<file path="config.mk">
export PLATFORM = sky130hd
export DESIGN_NAME = wsse_front
export DESIGN_NICKNAME = d
export VERILOG_FILES = /design/src/design/wsse_pkg.sv /design/src/design/wsse_front.sv
export SDC_FILE = /design/constraint.sdc
export NUM_CORES = 1
export LEC_CHECK = 0
export ABC_AREA = 0
export BUFFER_PORTS_ARGS = -buffer_cell sky130_fd_sc_hd__buf_2
export CAP_MARGIN = 20
export CORE_UTILIZATION = 30
export DETAILED_ROUTE_END_ITERATION = 8
export PLACE_DENSITY = 0.49
export SKIP_LAST_GASP = 1
export SYNTH_ARGS = -nofsm -noshare
export SYNTH_HDL_FRONTEND = slang
export SYNTH_SLANG_ARGS = --single-unit
</file>
<file path="constraint.sdc">
create_clock -name clock -period 4.2 [get_ports clock]
set_clock_uncertainty 0.05 [all_clocks]
set_input_delay 0.42 -clock clock [delete_from_list [all_inputs] [get_ports clock]]
set_output_delay 0.42 -clock clock [all_outputs]
set_load 0.01 [all_outputs]
</file>
<file path="src/design/wsse_pkg.sv">
`default_nettype none
package wsse_pkg;

   localparam int MAX_IMAGES_DEF = 256;
   localparam int POSITIONS_DEF  = 16384;
   localparam int WORD_BITS_DEF  = 64;

   localparam logic [2:0] CMD_WRITE_BIT = 3'd0;
   localparam logic [2:0] CMD_SET_AVG   = 3'd1;
   localparam logic [2:0] CMD_CLEAR     = 3'd2;
   localparam logic [2:0] CMD_AVG_TERM  = 3'd3;
   localparam logic [2:0] CMD_COEF      = 3'd4;
   localparam logic [2:0] CMD_READ      = 3'd5;

   localparam logic [1:0] COLOR_NONE = 2'd3;

   typedef enum logic [2:0] {
      OP_BIT, OP_AVG, OP_CLR, OP_DIST, OP_COEF, OP_READ
   } op_type;

   typedef struct packed {
      op_type             op;
      logic [7:0]         image;
      logic [1:0]         color;
      logic               negative;
      logic [13:0]        position;
      logic               bit_value;
      logic signed [23:0] average_value;
      logic [23:0]        weight;
   } entry_type;

   typedef enum logic [3:0] {
      ST_CLR, ST_IDLE, ST_BASE, ST_ADDR, ST_RD, ST_WAIT, ST_MUL, ST_WR,
      ST_RSP_RD, ST_RSP
   } state_type;

endpackage
`default_nettype wire

</file>
<file path="src/design/wsse_front.sv">
`default_nettype none
module wsse_front #(
   parameter int MaxImages = wsse_pkg::MAX_IMAGES_DEF,
   parameter int Positions = wsse_pkg::POSITIONS_DEF
) (
   input  wire logic               clock,
   input  wire logic               reset,
   input  wire logic               push,
   output logic                    full,
   input  wire logic [2:0]         command,
   input  wire logic [7:0]         image,
   input  wire logic [1:0]         color,
   input  wire logic               negative,
   input  wire logic [13:0]        position,
   input  wire logic               bit_value,
   input  wire logic signed [23:0] average_value,
   input  wire logic [23:0]        weight,
   input  wire logic               accept_en,
   output logic                    head_valid,
   output wsse_pkg::entry_type     head,
   input  wire logic               head_pop
);
   import wsse_pkg::*;

   localparam int Depth = 4;
   localparam int PW = 2;

   entry_type       fifo_ff [Depth];
   logic [PW-1:0]   wr_ptr_ff, wr_ptr_in, rd_ptr_ff, rd_ptr_in;
   logic [PW:0]     count_ff, count_in;
   logic            keep, color_ok, img_ok, pos_ok, accept, wr, rd;
   op_type          op;
   entry_type       item;

   // classify: drop beats that have no effect
   always_comb begin
      color_ok = color != COLOR_NONE;
      img_ok   = 32'(image) < MaxImages;
      pos_ok   = 32'(position) < Positions;
      keep     = 1'b0;
      op       = OP_BIT;
      case (command)
         CMD_WRITE_BIT: begin
            keep = color_ok && img_ok && pos_ok;
            op   = OP_BIT;
         end
         CMD_SET_AVG: begin
            keep = color_ok && img_ok;
            op   = OP_AVG;
         end
         CMD_CLEAR: begin
            keep = 1'b1;
            op   = OP_CLR;
         end
         CMD_AVG_TERM: begin
            keep = color_ok;
            op   = OP_DIST;
         end
         CMD_COEF: begin
            keep = color_ok && pos_ok;
            op   = OP_COEF;
         end
         CMD_READ: begin
            keep = 1'b1;
            op   = OP_READ;
         end
         default: begin
            keep = 1'b0;
            op   = OP_BIT;
         end
      endcase
      item = '{op: op, image: image, color: color, negative: negative,
               position: position, bit_value: bit_value,
               average_value: average_value, weight: weight};
   end

   assign full       = (count_ff == (PW+1)'(Depth)) || !accept_en;
   assign accept     = push && !full;
   assign wr         = accept && keep;
   assign head_valid = count_ff != '0;
   assign rd         = head_pop && head_valid;
   assign head       = fifo_ff[rd_ptr_ff];

   always_comb begin
      wr_ptr_in = wr ? wr_ptr_ff + 1'b1 : wr_ptr_ff;
      rd_ptr_in = rd ? rd_ptr_ff + 1'b1 : rd_ptr_ff;
      count_in  = count_ff + (PW+1)'(wr) - (PW+1)'(rd);
   end

   always_ff @(posedge clock) begin
      if (reset) begin
         wr_ptr_ff <= '0;
         rd_ptr_ff <= '0;
         count_ff  <= '0;
      end else begin
         wr_ptr_ff <= wr_ptr_in;
         rd_ptr_ff <= rd_ptr_in;
         count_ff  <= count_in;
      end
      if (wr) begin
         fifo_ff[wr_ptr_ff] <= item;
      end
   end
endmodule
`default_nettype wire

</file>
==> results of run 1 <==
cells by family (layout without fill, tap and decap cells):
logic type | Yosys count | in the layout
AO/OA/AOI/OAI | 7 | 7
XOR/XNOR | 4 | 4
adder cells (fa/ha/maj) | 7 | 7
buffers and inverters | 24 | 237
flip-flops | 317 | 317
multiplexers | 77 | 77
other | 0 | 1
AND/OR/NAND/NOR | 25 | 25
layout by cell type, fill, tap and decap left out, types with 6 or more instances in the layout:
| cell type | synthesis | final |
|---|---|---|
| bufinv_16 | 0 | 6 |
| buf_2 | 5 | 160 |
| inv_1 | 6 | 6 |
| mux4_2 | 77 | 77 |
| nor2_1 | 6 | 6 |
| ha_1 | 6 | 6 |
| clkinv_1 | 0 | 10 |
| clkbuf_16 | 0 | 37 |
| dfxtp_1 | 9 | 7 |
| edfxtp_1 | 308 | 308 |
| clkinv_2 | 0 | 6 |
sequential cells by signal, indices dropped and copies added (netlist names), named ones only:
name	cells
count_ff	3
fifo_ff	308
wr_ptr_ff	2
rd_ptr_ff	2
metal layers:
metal	GRT usage	share of wire
met5	0	0.0022
met4	0.0350	0.020
met3	0.0316	0.063
met2	0.209	0.51
met1	0.146	0.41
power by group through the flow:
stage / logic (mW) / clock network [mW] / registers [mW]
global route: 1.66 / 3.32 / 3.68
CTS: 1.58 / 3.22 / 3.67
floorplan: 1.12 / 0 / 3.68
global placement: 1.56 / 0 / 3.73
detailed placement: 1.57 / 0 / 3.74
finish: 1.51 / 3.12 / 3.67
worst reg2reg max path, cell delays in order, from the launching register on:
cell and delay (ps):
dfxtp_1 420, nor2_1 90, a21oi_1 340, and3_1 310, inv_1 60, ha_1 270, inv_1 40, ha_1 180
fa_1 370, xnor2_1 190, xnor2_1 140, nor2_1 50
cell type report:
type / instances / share of cell area
clock buffers: 40 / 0.0657
well taps: 511 / 0.0448
inverters: 6 / 0.00158
flip-flops and latches: 317 / 0.662
diodes: 1 / 0.000176
clock inverters: 23 / 0.0179
multi-input cells: 120 / 0.144
repair buffers: 168 / 0.0639
cell usage after synthesis, types with 2 or more instances:
master	number
edfxtp_1	308
nand4_1	2
mux4_2	77
ha_1	6
dfxtp_1	9
clkbuf_1	4
xnor2_1	3
nand2_1	5
and2_1	5
inv_1	6
nor2b_1	5
buf_12	4
buf_2	5
buf_4	4
nor2_1	6
a31o_2	2
a21oi_1	3
metrics by stage:
step	cell area, um2	power (mW)	worst slack, ps	std cells	hold slack [ps]
after CTS	14300	8.47	1160	1185	64.9
after global placement	13100	5.29	1460	1122	462
after detailed placement	13100	5.31	1400	1122	469
after floorplan	11700	4.80	826	461	435
final	14300	8.30	1310	1186	92.2
after global routing	14300	8.66	1130	1185	71.6
worst min path at each step:
stage                                 to  cells after the start  slack (ps)
final                     fifo_ff[1][55]                      1          90
after global routing      fifo_ff[3][24]                      1          70
after CTS                 fifo_ff[3][24]                      1          60
after detailed placement       flip-flop                      2         470
after global placement         flip-flop                      2         460
after floorplan                flip-flop                      2         430
==> flow_summary_export.csv, run 1 <==
group,metric,value,unit
global_routing,grt_pass1_wl,34900,um
floorplan,core,37900,um2
synthesis,synth-edff-count,308,
clock_network,postCtsSetupBuffers,0,
timing,drv_slew,0,
cells_and_area,multi_input_area,2050,um2
routing,route.detailed.drc,0,
critical_path,critPathLaunchType,"flip-flop",
critical_path,reg2reg_slack,1570,ps
synthesis,yosys.area.top_type,"edfxtp_1",
synthesis,synthesis.nets,550,
floorplan,die_y,199,um
critical_path,cp_max_fo,62,
timing,finalSetupViolCount,0,
power,p_clk_frac,0.376,
timing,min_period,2890,ps
global_routing,grt_overflow,0,
synthesis,synthDistinctLibCells,24,
power,p_int,6.31,mW
synthesis,synthTopCellsByArea,"edfxtp_1 79%, mux4_2 15%, dfxtp_1 1.5%",
floorplan,die_area,39600,um2
cells_and_area,drive_gt1_frac,0.450,
timing,tightest_slew,1000,ps
timing,fmax,346,MHz
timing,timing.final.crit_share,0.688,
clock_network,cts_max_level,2,
min_path,hp-start,"position[6]",
clock_network,cts_hold_buffers,0,
clock_network,clock-root-buffer,"clkbuf_16",
cells_and_area,fin_util,0.376,
cells_and_area,fillers,3490,
cells_and_area,layout.nets,738,
critical_path,crit_family,"flip-flops",
clock_network,insertion_delay,490,ps
power,pwr-share-comb,0.182,
routing,num_vias,5261,
global_routing,grt_max_degree,78,
routing,firstDrtPassIters,4,
synthesis,synth-adder-area-share,0.00816,
routing,ant_nets,0,
floorplan,start_util,0.307,
clock_network,cts.sinks,317,
cells_and_area,seqCellArea,9440,um2
synthesis,synth-seq-area-share,0.809,
critical_path,critical_path_buf_inv_count,2,
clock_network,clk_path_buf_depth,3,
job,maxCapViolations,0,
critical_path,endpoint,"head[65]",
power,power.density,582,nW/um2
synthesis,syn_area,11700,um2
critical_path,reg2reg_depth,11,
floorplan,rows,71,
clock_network,cts_resized,0,
critical_path,slowest_stage,"dfxtp_4",
power,peakVddDrop,0.334,mV
synthesis,ys_ff_latch,317,
global_routing,grt_usage,0.120,
power,p_leak,4.69,nW
cells_and_area,syn_to_final_growth,22.3,%
clock_network,tritoncts,"done",
critical_path,cp.arrival,2420,ps
synthesis,synthMuxAreaShare,0.149,
placed_design,dpl.hpwl,14400,um
synthesis,ys_warn_count,0,
floorplan,boundaryPins,161,
power,p_sw_frac,0.240,
synthesis,yosys.area_share.xor_xnor,0.00301,
critical_path,r2r-start,"count_ff[1]",
clock_network,clk_pin_slew_worst_paths,50,ps
global_routing,antenna_found_initial,5,
synthesis,synth.avg_cell_area,25.3,um2
synthesis,synth-simple-area-share,0.0111,
min_path,min_path_type,"input port to flip-flop",
timing,slew-limit-headroom,0.332,
synthesis,synth_top_family_by_area,"multiplexers",
power,p_sw,1.99,mW
critical_path,crit_chain,"buf_4 -> mux4_2 -> buf_2",
critical_path,worst_ep_required_time,3730,ps
floorplan,die_x,199,um
placed_design,io_buffer_count,160,
critical_path,worstSetupPathType,"flip-flop to output pin",
global_routing,grt_pass1_vias,5822,
synthesis,synth_compound_area_frac,0.00419,
timing,rsz0062_at_grt,"false",
outcome,run_status,"completed",
critical_path,crit_path_end_kind,"output pin",
routing,wl_per_cell,19.7,um
routing,drtIter0Drc,198,
critical_path,critPathMaxStageDelay,990,ps
power,p_seq_frac,0.442,
synthesis,synth_ff_type,"edfxtp_1",
synthesis,synth.top_cell.area_share,0.794,
critical_path,cp_num_cells,3,
placed_design,globalplace.congestion,0.695,
routing,vias_per_cell,4.44,
critical_path,rr_endpoint,"count_ff[2]",
timing,fin_tns_setup,0,ps
clock_network,numCtsBuffers,36,
routing,wl,23300,um
timing,final_hold_viol_count,0,
synthesis,netlist_instances,461,
synthesis,synthArstFlopShare,0,
Note: power is estimated with default switching activity, not from simulation.
==> run 2: changes to the inputs <==
Settings changed: ABC_AREA 0 to 1.
Clock period 4.2 ns to 2.8 ns, I/O delays scaled along.
==> flow_summary_export.csv, run 2 <==
group,metric,value,unit
floorplan,die_area,40600,um2
synthesis,synth_ff_type,"edfxtp_1",
placed_design,dpl.hpwl,15200,um
routing,wl,28100,um
timing,timing.final.crit_share,0.877,
synthesis,synth-seq-area-share,0.790,
synthesis,ys_ff_latch,317,
global_routing,grt_pass1_vias,7344,
cells_and_area,layout_common_cells,"308 x edfxtp_1, 166 x nor2_1, 160 x buf_2, 152 x o21ai_0, 77 x o22ai_1",
cells_and_area,stdcell_count,1609,
timing,min_period,2460,ps
routing,drtIter0Drc,373,
synthesis,ys_warn_count,0,
critical_path,cp_max_fo,154,
clock_network,numCtsBuffers,36,
timing,finalSetupViolCount,0,
synthesis,syn_area,11900,um2
critical_path,slowest_stage,"buf_12",
timing,worst_slack,343,ps
power,p_seq_frac,0.442,
floorplan,core,38900,um2
synthesis,yosys.area.top_type,"edfxtp_1",
synthesis,synth.avg_cell_area,14.5,um2
cells_and_area,layout.nets,1154,
placed_design,globalplace.congestion,0.701,
timing,fmax,407,MHz
critical_path,r2r-start,"count_ff[1]",
critical_path,crit_path_end_kind,"output pin",
global_routing,grt_usage,0.139,
critical_path,worst_ep_required_time,2470,ps
power,p_clk_frac,0.346,
cells_and_area,regMostFlops,"fifo_ff",
routing,vias_per_cell,4.57,
cells_and_area,drive_gt1_frac,0.215,
synthesis,synthTopCellsByArea,"edfxtp_1 78%, o21ai_0 6.4%, nor2_1 5.3%",
clock_network,cts_max_level,2,
timing,hold_slack,101,ps
critical_path,reg2reg_depth,12,
min_path,hold_depth,5,
cells_and_area,seqCellArea,9430,um2
routing,num_vias,7360,
clock_network,insertion_delay,520,ps
global_routing,grt_pass1_wl,43100,um
floorplan,boundaryPins,161,
outcome,run_status,"completed",
placed_design,placed_cells,1470,
global_routing,grt_overflow,0,
critical_path,worstSetupPathType,"flip-flop to output pin",
cells_and_area,design_area,15200,um2
floorplan,die_y,201,um
routing,firstDrtPassIters,5,
clock_network,clk_path_buf_depth,3,
power,power.density,811,nW/um2
routing,route.detailed.drc,0,
critical_path,critPathLaunchType,"flip-flop",
power,p_sw,3.55,mW
synthesis,synthesis.nets,913,
power,p_leak,5.31,nW
synthesis,synth.top_cell.area_share,0.775,
critical_path,reg2reg_slack,580,ps
power,peakVddDrop,0.480,mV
timing,tightest_slew,676,ps
global_routing,antenna_found_initial,2,
timing,drv_slew,0,
power,pwr-share-comb,0.212,
cells_and_area,fillers,3725,
floorplan,rows,72,
cells_and_area,top_regs,"fifo_ff x308, count_ff x3",
synthesis,synthDistinctLibCells,22,
floorplan,start_util,0.307,
placed_design,dpl-instance-area,13400,um2
clock_network,clock-root-buffer,"clkbuf_16",
min_path,hp-start,"push",
timing,fin_tns_setup,0,ps
cells_and_area,multi_input_area,2140,um2
clock_network,clk_pin_slew_worst_paths,50,ps
clock_network,cts.sinks,317,
cells_and_area,syn_to_final_growth,27.7,%
timing,final_hold_viol_count,0,
cells_and_area,final_common_cell,"edfxtp_1",
placed_design,dp_slack,502,ps
clock_network,tritoncts,"done",
critical_path,rr_endpoint,"count_ff[2]",
critical_path,critPathMaxStageDelay,510,ps
critical_path,crit_chain,"buf_12 -> o21ai_0 -> o22ai_1 -> buf_2",
synthesis,synth_common_cells,"308 x edfxtp_1, 170 x nor2_1, 152 x o21ai_0",
min_path,min_path_type,"input port to flip-flop",
global_routing,grt_max_degree,155,
power,p_sw_frac,0.287,
synthesis,yosysMostFrequentCell,"edfxtp_1",
job,maxCapViolations,0,
critical_path,cp.arrival,2130,ps
placed_design,io_buffer_count,160,
critical_path,critical_path_buf_inv_count,2,
synthesis,netlist_instances,824,
routing,ant_nets,0,
clock_network,cts_resized,0,
critical_path,crit_family,"buffers and inverters",
routing,wl_per_cell,17.5,um
timing,rsz0062_at_grt,"false",
synthesis,synthArstFlopShare,0,
power,p_int,8.81,mW
timing,slew-limit-headroom,0.549,
floorplan,die_x,201,um
cells_and_area,largest_register_ffs,308,
synthesis,synth-edff-count,308,
min_path,min_to,"wr_ptr_ff[1]",
[run 2: layer usage]
layer,GRT usage,up-vias,wire (um)
li1,-,3560,-
met1,0.181,3623,12800
met2,0.227,128,13500
met3,0.0306,47,1200
met4,0.0479,2,628
met5,0,-,13
[run 2: area by class of cell]
cell class | count | area share
clock inverters | 18 | 0.00707
inverters | 24 | 0.00624
well taps | 518 | 0.0426
multi-input cells | 434 | 0.141
repair buffers | 252 | 0.121
clock buffers | 45 | 0.0628
flip-flops and latches | 317 | 0.619
diodes | 1 | 0.000164
[run 2: worst max path at each step]
stage	end	slack, ps	cells past startpoint	startpoint
floorplan	fifo_ff[0][0]	-510	6	count_ff[1]
global placement	count_ff[2]	510	14	color[0]
detailed placement	count_ff[2]	500	14	color[1]
CTS	head[43]	270	4	flip-flop
global route	head[6]	180	4	flip-flop
finish	head[43]	340	4	flip-flop
[run 2: cells by family (layout without fill, tap and decap cells)]
logic type	Yosys count	after routing	share of synthesized area
AOI/OAI and AO/OA	239	239	0.109
xor gates and xnor gates	1	1	0.000734
adders and majority gates	7	7	0.00797
buffers and inverters	73	339	0.0323
DFF	317	317	0.790
other	0	1	0
and+or+nand+nor	187	187	0.0597
[run 2: power groups by stage]
stage	clock, mW	sequential, mW	combinational (mW)
after floorplan	0	5.55	1.56
after global placement	0	5.56	2.59
after detailed placement	0	5.56	2.61
after CTS	4.40	5.46	2.70
after global routing	4.57	5.47	2.91
final	4.28	5.46	2.62
[run 2: repair_timing]
item / 4_1_cts / 5_1_grt
setup buffers: 0 / 0
hold endpoints to repair: 298 / 0
hold buffers: 75 / 0
[run 2: per-stage QoR]
stage                     power, mW  utilization
final                          12.4        0.391
after global routing           13.0        0.391
after CTS                      12.6        0.391
after detailed placement       8.17        0.345
after global placement         8.15        0.345
after floorplan                7.12            -
[run 2: tightest hold or removal path, cell delays in order]
cell and delay, ps:
buf_2 100, nand2_1 50, nor2_1 60, nor2_1 80
nor2_1 50
